[config.mk]
export PLATFORM = sky130hd
export DESIGN_NAME = dshot_throttle_frame_encoder_top_flat
export DESIGN_NICKNAME = d
export VERILOG_FILES = /design/src/sv/dtfe_pkg.sv /design/src/sv/dtfe_ifs.sv /design/src/sv/dtfe_front.sv /design/src/sv/dtfe_cmd_fifo.sv /design/src/sv/dtfe_back.sv /design/src/sv/dshot_throttle_frame_encoder_top.sv /design/src/flat_wrapper.sv
export VERILOG_INCLUDE_DIRS = /design/src /design/src/sv
export SDC_FILE = /design/constraint.sdc
export NUM_CORES = 1
export LEC_CHECK = 0
export BUFFER_PORTS_ARGS = -buffer_cell sky130_fd_sc_hd__buf_2
export CORE_UTILIZATION = 60
export DETAILED_ROUTE_END_ITERATION = 12
export GPL_TIMING_DRIVEN = 0
export PLACE_DENSITY = 0.9
export SYNTH_ARGS = -nofsm -noshare
export SYNTH_HDL_FRONTEND = slang
export SYNTH_HIERARCHICAL = 1
export SYNTH_SLANG_ARGS = --single-unit
export TNS_END_PERCENT = 10
[constraint.sdc]
create_clock -name clk -period 14.65 [get_ports clk]
set_input_delay 2.93 -clock clk [delete_from_list [all_inputs] [get_ports clk]]
set_output_delay 2.93 -clock clk [all_outputs]
set_load 0.02 [all_outputs]
[src/sv/assert_macros.svh]
// Assertion macros used by the top-level RTL file.
// Depends on a clock named clk and an active-low reset named arst_n in scope.
`ifndef ASSERT_MACROS_SVH
`define ASSERT_MACROS_SVH

// property must hold at every rising clock edge outside reset
`define ASSERT_CLK(label, prop, msg) \
	label: assert property (@(posedge clk) disable iff (!arst_n) (prop)) else $error(msg);

// expression must never be true outside reset
`define ASSERT_NEVER(label, expr, msg) \
	label: assert property (@(posedge clk) disable iff (!arst_n) !(expr)) else $error(msg);

`endif

[src/sv/dtfe_pkg.sv]
// Types and constants of the DShot throttle frame encoder.
// No dependencies.
package dtfe_pkg;

	typedef enum logic [1:0] {
		FUNC_WRITE_ALL = 2'd0,
		FUNC_WRITE_ONE = 2'd1,
		FUNC_DISARM    = 2'd2
	} func_t;

	typedef enum logic [1:0] {
		CFG_MIN_PULSE   = 2'd0,
		CFG_MAX_PULSE   = 2'd1,
		CFG_LONG_TICKS  = 2'd2,
		CFG_SHORT_TICKS = 2'd3
	} cfg_idx_t;

	localparam int CFG_W        = 12;
	localparam int VAL_W        = 11;
	localparam int FRAME_W      = 16;
	localparam int BIT_CNT_W    = 4;
	localparam int CHAN_W       = 2;
	localparam int MAX_CHANNELS = 4;
	localparam int CMD_Q_DEPTH  = 2;

	localparam logic [11:0] MIN_PULSE_RST   = 12'd1000;
	localparam logic [11:0] MAX_PULSE_RST   = 12'd2000;
	localparam logic [7:0]  LONG_TICKS_RST  = 8'd44;
	localparam logic [7:0]  SHORT_TICKS_RST = 8'd22;

	localparam logic [15:0] MAP_IN_LO    = 16'd1000;
	localparam logic [15:0] MAP_IN_HI    = 16'd2000;
	localparam logic [15:0] DISARM_BELOW = 16'd1020;
	localparam logic [15:0] ARM_GUARD    = 16'd1050;
	localparam logic [12:0] MAP_OUT_LO   = 13'd48;
	localparam logic [12:0] VAL_MAX      = 13'd2047;
	localparam logic [3:0]  CSUM_MASK    = 4'hF;

	typedef struct packed {
		logic [VAL_W-1:0]  value;
		logic [CHAN_W-1:0] chan_first;
		logic [CHAN_W-1:0] chan_last;
	} cmd_t;

endpackage

[src/sv/dtfe_ifs.sv]
// Handshake channels of the frame encoder: command items in, bit symbols out.
// No dependencies.
interface dtfe_cmd_if;
	logic        valid;
	logic        ready;
	logic [1:0]  func;
	logic [2:0]  motor_index;
	logic [15:0] pulse_us;

	modport source(output valid, func, motor_index, pulse_us, input ready);
	modport sink(input valid, func, motor_index, pulse_us, output ready);
endinterface

interface dtfe_sym_if;
	logic       valid;
	logic       ready;
	logic [1:0] motor_channel;
	logic       frame_bit;
	logic [7:0] high_ticks;
	logic [7:0] low_ticks;
	logic       last;

	modport source(output valid, motor_channel, frame_bit, high_ticks, low_ticks, last,
		input ready);
	modport sink(input valid, motor_channel, frame_bit, high_ticks, low_ticks, last,
		output ready);
endinterface

[src/sv/dtfe_front.sv]
// Front end: accepts commands, keeps the armed flag, maps pulse width to a value.
// Depends on dtfe_pkg and dtfe_ifs.
module dtfe_front #(
	parameter int NUM_MOTORS = 4
) (
	input  logic                      clk,
	input  logic                      arst_n,
	dtfe_cmd_if.sink                  cmd,
	input  logic [11:0]               min_pulse_us,
	input  logic [11:0]               max_pulse_us,
	input  logic                      q_full,
	output logic                      q_push,
	output dtfe_pkg::cmd_t            q_wdata
);
	import dtfe_pkg::*;

	localparam int MOTOR_CNT = (NUM_MOTORS > MAX_CHANNELS) ? MAX_CHANNELS : NUM_MOTORS;
	localparam logic [2:0]        MOTOR_CNT_L = 3'(MOTOR_CNT);
	localparam logic [CHAN_W-1:0] CHAN_LAST   = CHAN_W'(MOTOR_CNT - 1);

	logic armed_q;
	logic armed_d;
	logic accept;
	logic [15:0] us_clamped;

	function automatic logic [VAL_W-1:0] width_to_value(input logic [15:0] us,
			input logic [11:0] lo, input logic [11:0] hi);
		logic [15:0] x;
		logic [11:0] t;
		logic [12:0] twice;
		logic [12:0] d;
		logic [2:0]  c;
		x = 16'd0;
		t = 12'd0;
		twice = 13'd0;
		d = 13'd0;
		c = 3'd0;
		if (us > {4'd0, lo}) begin
			x = (us > {4'd0, hi}) ? {4'd0, hi} : us;
			if (x >= MAP_IN_LO) begin
				t = x[11:0] - MAP_IN_LO[11:0];
				if (t == 12'd0)
					c = 3'd0;
				else if (t <= 12'd1000)
					c = 3'd1;
				else if (t <= 12'd2000)
					c = 3'd2;
				else if (t <= 12'd3000)
					c = 3'd3;
				else
					c = 3'd4;
				d = MAP_OUT_LO + {t, 1'b0} - {10'd0, c};
				if (d > VAL_MAX)
					d = VAL_MAX;
			end else begin
				t = MAP_IN_LO[11:0] - x[11:0];
				twice = {t, 1'b0};
				d = (twice >= MAP_OUT_LO + 13'd1) ? 13'd0 : MAP_OUT_LO + 13'd1 - twice;
			end
		end
		return d[VAL_W-1:0];
	endfunction

	assign cmd.ready = !q_full;
	assign accept = cmd.valid && cmd.ready;

	always_comb begin
		if (cmd.pulse_us < MAP_IN_LO)
			us_clamped = MAP_IN_LO;
		else if (cmd.pulse_us > MAP_IN_HI)
			us_clamped = MAP_IN_HI;
		else
			us_clamped = cmd.pulse_us;
	end

	always_comb begin
		q_push = 1'b0;
		armed_d = armed_q;
		q_wdata.value = '0;
		q_wdata.chan_first = '0;
		q_wdata.chan_last = CHAN_LAST;
		if (accept) begin
			case (cmd.func)
				FUNC_WRITE_ALL: begin
					q_push = 1'b1;
					if (cmd.pulse_us < DISARM_BELOW) begin
						armed_d = 1'b0;
					end else begin
						armed_d = 1'b1;
						q_wdata.value = width_to_value(cmd.pulse_us, min_pulse_us, max_pulse_us);
					end
				end
				FUNC_WRITE_ONE: begin
					if (cmd.motor_index < MOTOR_CNT_L) begin
						q_push = 1'b1;
						q_wdata.chan_first = cmd.motor_index[CHAN_W-1:0];
						q_wdata.chan_last = cmd.motor_index[CHAN_W-1:0];
						if (armed_q || us_clamped >= ARM_GUARD)
							q_wdata.value = width_to_value(us_clamped, min_pulse_us,
								max_pulse_us);
					end
				end
				FUNC_DISARM: begin
					q_push = 1'b1;
					armed_d = 1'b0;
				end
				default: begin
				end
			endcase
		end
	end

	always_ff @(posedge clk or negedge arst_n) begin
		if (!arst_n)
			armed_q <= 1'b0;
		else
			armed_q <= armed_d;
	end

endmodule

[src/sv/dtfe_cmd_fifo.sv]
// Short command queue between the front end and the symbol serializer.
// Depends on dtfe_pkg.
module dtfe_cmd_fifo (
	input  logic           clk,
	input  logic           arst_n,
	input  logic           push,
	input  dtfe_pkg::cmd_t wdata,
	output logic           full,
	input  logic           pop,
	output dtfe_pkg::cmd_t rdata,
	output logic           empty
);
	import dtfe_pkg::*;

	localparam int PTR_W = $clog2(CMD_Q_DEPTH);
	localparam int CNT_W = $clog2(CMD_Q_DEPTH + 1);

	cmd_t             mem_q [CMD_Q_DEPTH];
	logic [PTR_W-1:0] wr_ptr_q;
	logic [PTR_W-1:0] rd_ptr_q;
	logic [CNT_W-1:0] count_q;

	assign full  = (count_q == CNT_W'(CMD_Q_DEPTH));
	assign empty = (count_q == '0);
	assign rdata = mem_q[rd_ptr_q];

	always_ff @(posedge clk) begin
		if (push)
			mem_q[wr_ptr_q] <= wdata;
	end

	always_ff @(posedge clk or negedge arst_n) begin
		if (!arst_n) begin
			wr_ptr_q <= '0;
			rd_ptr_q <= '0;
			count_q  <= '0;
		end else begin
			if (push)
				wr_ptr_q <= wr_ptr_q + 1'b1;
			if (pop)
				rd_ptr_q <= rd_ptr_q + 1'b1;
			if (push && !pop)
				count_q <= count_q + 1'b1;
			else if (pop && !push)
				count_q <= count_q - 1'b1;
		end
	end

endmodule

[src/sv/dtfe_back.sv]
// Back end: builds the 16-bit frame with checksum and sends it one bit symbol a cycle while sym.ready is high.
// Depends on dtfe_pkg and dtfe_ifs.
module dtfe_back (
	input  logic           clk,
	input  logic           arst_n,
	input  logic           q_empty,
	input  dtfe_pkg::cmd_t q_rdata,
	output logic           q_pop,
	input  logic [7:0]     long_ticks,
	input  logic [7:0]     short_ticks,
	dtfe_sym_if.source     sym
);
	import dtfe_pkg::*;

	logic                 busy_q;
	logic [FRAME_W-1:0]   frame_q;
	logic [CHAN_W-1:0]    chan_q;
	logic [CHAN_W-1:0]    chan_last_q;
	logic [BIT_CNT_W-1:0] bit_q;
	logic                 sym_valid_q;
	logic [CHAN_W-1:0]    sym_chan_q;
	logic                 sym_bit_q;
	logic [7:0]           sym_high_q;
	logic [7:0]           sym_low_q;
	logic                 sym_last_q;

	logic [VAL_W:0]       pkt;
	logic [3:0]           csum;
	logic                 adv;
	logic                 cur_bit;
	logic                 frame_end;

	assign pkt  = {q_rdata.value, 1'b0};
	assign csum = (pkt[3:0] ^ pkt[7:4] ^ pkt[11:8]) & CSUM_MASK;

	assign q_pop     = !busy_q && !q_empty;
	assign adv       = busy_q && (!sym_valid_q || sym.ready);
	assign cur_bit   = frame_q[BIT_CNT_W'(FRAME_W - 1) - bit_q];
	assign frame_end = (bit_q == BIT_CNT_W'(FRAME_W - 1));

	assign sym.valid         = sym_valid_q;
	assign sym.motor_channel = sym_chan_q;
	assign sym.frame_bit     = sym_bit_q;
	assign sym.high_ticks    = sym_high_q;
	assign sym.low_ticks     = sym_low_q;
	assign sym.last          = sym_last_q;

	always_ff @(posedge clk or negedge arst_n) begin
		if (!arst_n) begin
			busy_q      <= 1'b0;
			sym_valid_q <= 1'b0;
			bit_q       <= '0;
			chan_q      <= '0;
		end else begin
			if (q_pop) begin
				busy_q <= 1'b1;
				bit_q  <= '0;
				chan_q <= q_rdata.chan_first;
			end else if (adv) begin
				bit_q <= bit_q + 1'b1;
				if (frame_end) begin
					if (chan_q == chan_last_q)
						busy_q <= 1'b0;
					else
						chan_q <= chan_q + 1'b1;
				end
			end
			if (adv)
				sym_valid_q <= 1'b1;
			else if (sym.ready)
				sym_valid_q <= 1'b0;
		end
	end

	always_ff @(posedge clk) begin
		if (q_pop) begin
			frame_q     <= {q_rdata.value, 1'b0, csum};
			chan_last_q <= q_rdata.chan_last;
		end
		if (adv) begin
			sym_chan_q <= chan_q;
			sym_bit_q  <= cur_bit;
			sym_high_q <= cur_bit ? long_ticks : short_ticks;
			sym_low_q  <= cur_bit ? short_ticks : long_ticks;
			sym_last_q <= frame_end && (chan_q == chan_last_q);
		end
	end

endmodule

[src/sv/dshot_throttle_frame_encoder_top.sv]
// Path: an accepted command is written into the queue, popped into the serializer once it is idle,
// and each bit symbol is registered into the output register. Throughput: one bit symbol per
// cycle within a command while the receiver is ready, 16 per motor frame; a two-entry queue holds the next commands.
// Reset: armed cleared, queue empty, output idle, registers back to 1000/2000/44/22.
// Depends on dtfe_pkg, dtfe_ifs, dtfe_front, dtfe_cmd_fifo, dtfe_back, assert_macros.svh.
module dshot_throttle_frame_encoder_top #(
	parameter int NUM_MOTORS = 4
) (
	input  logic        clk,
	input  logic        arst_n,
	input  logic        cfg_we,
	input  logic [1:0]  cfg_index,
	input  logic [11:0] cfg_wdata,
	dtfe_cmd_if.sink    cmd,
	dtfe_sym_if.source  sym
);
	import dtfe_pkg::*;
	`include "assert_macros.svh"

	localparam int MOTOR_CNT = (NUM_MOTORS > MAX_CHANNELS) ? MAX_CHANNELS : NUM_MOTORS;
	localparam logic [CHAN_W-1:0] CHAN_LAST = CHAN_W'(MOTOR_CNT - 1);

	logic [11:0] min_pulse_q;
	logic [11:0] max_pulse_q;
	logic [7:0]  long_ticks_q;
	logic [7:0]  short_ticks_q;

	logic q_push;
	logic q_pop;
	logic q_full;
	logic q_empty;
	cmd_t q_wdata;
	cmd_t q_rdata;

	always_ff @(posedge clk or negedge arst_n) begin
		if (!arst_n) begin
			min_pulse_q   <= MIN_PULSE_RST;
			max_pulse_q   <= MAX_PULSE_RST;
			long_ticks_q  <= LONG_TICKS_RST;
			short_ticks_q <= SHORT_TICKS_RST;
		end else if (cfg_we) begin
			case (cfg_index)
				CFG_MIN_PULSE:   min_pulse_q   <= cfg_wdata;
				CFG_MAX_PULSE:   max_pulse_q   <= cfg_wdata;
				CFG_LONG_TICKS:  long_ticks_q  <= cfg_wdata[7:0];
				CFG_SHORT_TICKS: short_ticks_q <= cfg_wdata[7:0];
				default: begin
				end
			endcase
		end
	end

	dtfe_front #(
		.NUM_MOTORS(NUM_MOTORS)
	) u_front (
		.clk         (clk),
		.arst_n      (arst_n),
		.cmd         (cmd),
		.min_pulse_us(min_pulse_q),
		.max_pulse_us(max_pulse_q),
		.q_full      (q_full),
		.q_push      (q_push),
		.q_wdata     (q_wdata)
	);

	dtfe_cmd_fifo u_fifo (
		.clk   (clk),
		.arst_n(arst_n),
		.push  (q_push),
		.wdata (q_wdata),
		.full  (q_full),
		.pop   (q_pop),
		.rdata (q_rdata),
		.empty (q_empty)
	);

	dtfe_back u_back (
		.clk        (clk),
		.arst_n     (arst_n),
		.q_empty    (q_empty),
		.q_rdata    (q_rdata),
		.q_pop      (q_pop),
		.long_ticks (long_ticks_q),
		.short_ticks(short_ticks_q),
		.sym        (sym)
	);

	`ASSERT_NEVER(a_push_full, q_push && q_full, "command pushed into full queue")
	`ASSERT_NEVER(a_pop_empty, q_pop && q_empty, "command popped from empty queue")
	`ASSERT_CLK(a_chan_range, sym.valid |-> sym.motor_channel <= CHAN_LAST, "channel out of range")

endmodule

[src/flat_wrapper.sv]
// flat-port wrapper written by rule: the top's interface ports become plain ports
module dshot_throttle_frame_encoder_top_flat import dtfe_pkg::*;
#(
	parameter int NUM_MOTORS = 4
)
  (clk, arst_n, cfg_we, cfg_index, cfg_wdata, cmd_valid, cmd_func, cmd_motor_index, cmd_pulse_us, cmd_ready, sym_valid, sym_motor_channel, sym_frame_bit, sym_high_ticks, sym_low_ticks, sym_last, sym_ready);
  dtfe_cmd_if cmd_i ();
  dtfe_sym_if sym_i ();
  input  logic clk;
  input  logic arst_n;
  input  logic cfg_we;
  input  logic [1:0] cfg_index;
  input  logic [11:0] cfg_wdata;
  input wire logic [$bits(cmd_i.valid)-1:0] cmd_valid;
  input wire logic [$bits(cmd_i.func)-1:0] cmd_func;
  input wire logic [$bits(cmd_i.motor_index)-1:0] cmd_motor_index;
  input wire logic [$bits(cmd_i.pulse_us)-1:0] cmd_pulse_us;
  output wire logic [$bits(cmd_i.ready)-1:0] cmd_ready;
  output wire logic [$bits(sym_i.valid)-1:0] sym_valid;
  output wire logic [$bits(sym_i.motor_channel)-1:0] sym_motor_channel;
  output wire logic [$bits(sym_i.frame_bit)-1:0] sym_frame_bit;
  output wire logic [$bits(sym_i.high_ticks)-1:0] sym_high_ticks;
  output wire logic [$bits(sym_i.low_ticks)-1:0] sym_low_ticks;
  output wire logic [$bits(sym_i.last)-1:0] sym_last;
  input wire logic [$bits(sym_i.ready)-1:0] sym_ready;
  assign cmd_i.valid = cmd_valid;
  assign cmd_i.func = cmd_func;
  assign cmd_i.motor_index = cmd_motor_index;
  assign cmd_i.pulse_us = cmd_pulse_us;
  assign cmd_ready = cmd_i.ready;
  assign sym_valid = sym_i.valid;
  assign sym_motor_channel = sym_i.motor_channel;
  assign sym_frame_bit = sym_i.frame_bit;
  assign sym_high_ticks = sym_i.high_ticks;
  assign sym_low_ticks = sym_i.low_ticks;
  assign sym_last = sym_i.last;
  assign sym_i.ready = sym_ready;
  dshot_throttle_frame_encoder_top #(.NUM_MOTORS(NUM_MOTORS)) u_core (.clk(clk), .arst_n(arst_n), .cfg_we(cfg_we), .cfg_index(cfg_index), .cfg_wdata(cfg_wdata), .cmd(cmd_i), .sym(sym_i));
endmodule
==> metrics.md <==
| Metric | Value |
|---|---|
| X dimension of the die | 131 um |
| Largest net degree at the start of global routing | 54 |
| #FFs+latches synth | 120 |
| Gr usage total | 0.326 |
| IO Port Bufs | 61 |
| Synth warn | 6 |
| Worst path required time | 14.79 ns |
| Final WL | 26500 um |
| Worst path arrival time | 11.98 ns |
| Drt wl/cell | 20.2 um |
| Final hold vios | 0 |
| CTS Buffer Depth | 2 |
| Post-Route Utilization | 0.696 |
| Initial cell density of the core | 0.621 |
| CTS H-tree lvls | 4 |
| Root Driver | clkbuf_16 |
| Slowest Stage Delay on Critical Path | 0.62 ns |
| CTS resizes | 0 |
| Final setup viols | 0 |
| Critical path class | in -> reg |
| Maximum clock frequency | 0.0845 GHz |
| Mux contribution to synthesized area | 0.114 |
| Total Nets Final | 1235 |
| Number of synthesized flops with an enable pin | 67 |
| First DRT Iteration DRCs | 1004 |
| Final Wtd Congestion | 1.02 |
| Latest clock arrival within the worst-skew pair | 0.41 ns |
| Hpwl dp | 19300 um |
| Post-Synth Adder-Cell Area | 0.143 |
| Hold Crit Class | reg -> reg |
| Max-cap check violation count | 0 |
| Final cell count without fillers | 1311 |
| P per Cell Area | 183 nW/um^2 |
| CTS tree | yes |
| Cell Area, Synth | 9970 sq um |
| Period utilisation layout | 0.808 |
| Post-synth ARST share | 0.442 |
| Min Tclk post-route | 11.84 ns |
| Fin Setup TNS | 0 ns |
| Ant. Diodes | 0 |
| IO Pins | 62 |
| Placed Cells incl. Taps | 1279 |
| Die Y | 131 um |
| Peak VDD IR | 0.117 mV |
| Max Slew Vio Count | 0 |
| Share of cells above drive strength 1 | 0.216 |
| # hold bufs at CTS | 0 |
| Crit path launch type | input pin |
| Top_reg_cell synth | edfxtp_1 |
| Status | completed |
| Drc violations | 0 |
| First-pass GRT wire length | 42400 um |
| Element type at the critical path end | flop |
| Grt ovf | 0 |
| Synth Instances | 1000 |
| Normalized max-slew margin | 0.0807 |
| Post-CTS setup buffers | 0 |
| Synth Area in XOR/XNOR | 0.0631 |
| Vias | 8335 |
| Most frequent CP cell | ha_1 |
| Mean Syn Cell Area | 9.97 sq um |
| FP Rows | 46 |
| Die Area | 17100 sq um |
| Compound-Gate Fraction of Synth Area | 0.149 |
| Core footprint | 16100 sq um |
| Slowest CP cell | mux2i_1 |
| Clk sinks | 120 |
| Worst-case hold slack | 0.490 ns |
| Count of cell types in the netlist | 88 |
| Antenna violations before repair | 0 |
| Worst-Margin Slew | 1.34 ns |
| Pleak | 4.73 nW |
| Synth Area in Simple Gates | 0.146 |
| Vias in the first global route | 8229 |
| RSZ-0062 raised after global routing | false |
| Register area share after synthesis | 0.337 |
| Main combinational cell family by area after synthesis | compound AO/OA/AOI/OAI gates |
| CTS Buf Count | 17 |
| CP max FO | 10 |
| DRT Pass-1 Iters | 6 |
| Final Skew | 0.0123 ns |
| Routed Antenna Nets | 0 |
| Post-DR vias/cell | 6.36 |
| Clk slew on worst S/H paths | 0.06 ns |
| Synthesis-to-layout area growth | 12.1% |
per-layer routing:
| layer | wire length [um] | vias to the layer above | global-route usage |
|---|---|---|---|
| met4 | 968 | 0 | 0.143 |
| li1 | - | 3801 | - |
| met1 | 10400 | 3966 | 0.392 |
| met5 | 0 | - | 0 |
| met3 | 2430 | 103 | 0.0676 |
| met2 | 12700 | 465 | 0.564 |
flip-flops by register name, summed over array words and instances (netlist names), 2 cells and up:
register and cells:
u_core/u_back/sym.high_ticks 8, u_core/max_pulse_q 12, u_core/u_back/frame_q 15, u_core/short_ticks_q 8
u_core/long_ticks_q 8, u_core/min_pulse_q 12, u_core/u_back/chan_q 2, u_core/u_back/bit_q 4
u_core/u_back/chan_last_q 2, u_core/u_fifo/mem_q 30, u_core/u_fifo/count_q 2, u_core/u_back/sym.low_ticks 8
u_core/u_back/sym.motor_channel 2
cell usage after synthesis (all sizes together) (11+ instances only):
master | instances | share of area
a31oi | 11 | 0.0069
nand2b | 15 | 0.0094
and2 | 12 | 0.0075
o21ai | 44 | 0.024
buf | 14 | 0.011
a21o | 14 | 0.011
clkbuf | 19 | 0.0072
xor2 | 28 | 0.025
dfrtp | 35 | 0.088
nor2b | 12 | 0.0075
xnor2 | 43 | 0.038
nor2 | 75 | 0.028
inv | 78 | 0.029
ha | 111 | 0.14
edfxtp | 67 | 0.20
nor3 | 15 | 0.0075
nand4 | 17 | 0.011
nand2 | 57 | 0.021
nand3 | 29 | 0.015
mux2 | 74 | 0.090
a21oi | 53 | 0.027
mux2i | 13 | 0.016
dfstp | 18 | 0.047
o21a | 16 | 0.012
where the power goes:
group,switching (mW),internal (mW)
logic,0.638,0.470
clock network,0.156,0.267
registers,0.0529,0.461
total,0.847,1.20
metrics by stage:
| step | setup WS, ns | power, mW | instance area (sq um) |
|---|---|---|---|
| final | 2.81 | 2.04 | 11200 |
| after global routing | 2.25 | 2.17 | 11200 |
| after CTS | 3.15 | 2.03 | 11200 |
| after detailed placement | 2.76 | 1.58 | 10600 |
| after global placement | 2.94 | 1.53 | 10600 |
| after floorplan | 4.35 | 1.34 | 9980 |
final cells by class:
cell class / instances / area [sq um]
multi-input combinational: 770 / 6150
fill: 1153 / 4880
sequential: 120 / 3360
clock buffer: 17 / 425
timing repair buffer: 62 / 320
inverter: 78 / 293
tap: 216 / 270
buffer: 33 / 179
clock inverter: 15 / 178
cell usage in the layout (no fill, tap or decap), types with 5 or more instances in the layout:
master | Yosys | routed
a21o_1 | 14 | 14
nor2b_1 | 12 | 11
o21ai_0 | 37 | 37
xor2_1 | 27 | 27
nor3_1 | 15 | 15
xnor2_1 | 43 | 43
o221ai_1 | 5 | 5
mux2i_1 | 9 | 9
buf_2 | 7 | 68
o21a_1 | 16 | 16
o211ai_1 | 7 | 7
nand2b_1 | 15 | 15
or3_1 | 6 | 6
nand3_1 | 29 | 29
nor2_1 | 74 | 73
and2_1 | 12 | 12
nand2_1 | 57 | 57
dfstp_2 | 18 | 18
o31a_1 | 5 | 5
ha_1 | 111 | 111
a21oi_1 | 52 | 52
dfrtp_1 | 35 | 35
a31oi_1 | 11 | 11
clkbuf_16 | 0 | 17
and4_1 | 7 | 7
clkbuf_1 | 19 | 19
nor4_1 | 5 | 5
nand4_1 | 17 | 17
inv_1 | 77 | 77
a2111oi_0 | 5 | 5
mux2_4 | 18 | 18
mux2_2 | 56 | 56
edfxtp_1 | 67 | 67
o31ai_1 | 7 | 7
and3_1 | 10 | 10
critical path: cells and delay by family:
| kind | cells | cell delay (ns) |
|---|---|---|
| adder cells (fa/ha/maj) | 5 | 1.31 |
| buffers and inverters | 6 | 1.43 |
| AND/OR/NAND/NOR | 11 | 2.24 |
| AO/OA/AOI/OAI | 10 | 2.95 |
| XOR/XNOR | 1 | 0.48 |
| multiplexers | 1 | 0.62 |
final timing paths:
| check | slack (ns) | depth (start not counted) | from | endpoint |
|---|---|---|---|---|
| worst max-delay path | 2.81 | 34 | cmd_pulse_us[1] | u_core/u_fifo/mem_q[0][14]$_DFFE_PP_ |
| worst min-delay path | 0.49 | 1 | u_core/u_fifo/count_q[1]$_DFFE_PN0P_ | u_core/u_fifo/count_q[1]$_DFFE_PN0P_ |
| worst max register to register | 4.51 | 36 | u_core/max_pulse_q[5]$_DFFE_PN0P_ | u_core/u_fifo/mem_q[1][11]$_DFFE_PP_ |
| worst min register to register | 0.49 | 1 | u_core/u_fifo/count_q[1]$_DFFE_PN0P_ | u_core/u_fifo/count_q[1]$_DFFE_PN0P_ |
| max in group asynchronous | 11.13 | 1 | arst_n | u_core/u_back/bit_q[3]$_DFFE_PN0P_ |
| min in group asynchronous | 2.76 | 1 | arst_n | u_core/long_ticks_q[0]$_DFFE_PN0P_ |
cell families after synthesis:
| family | after synthesis |
|---|---|
| DFF | 120 |
| AOI/OAI and AO/OA | 211 |
| other | 1 |
| and+or+nand+nor | 283 |
| buffers and inverters | 111 |
| xor gates and xnor gates | 71 |
| muxes | 90 |
| adders and majority gates | 113 |
Note: power is estimated with default switching activity, not from simulation.
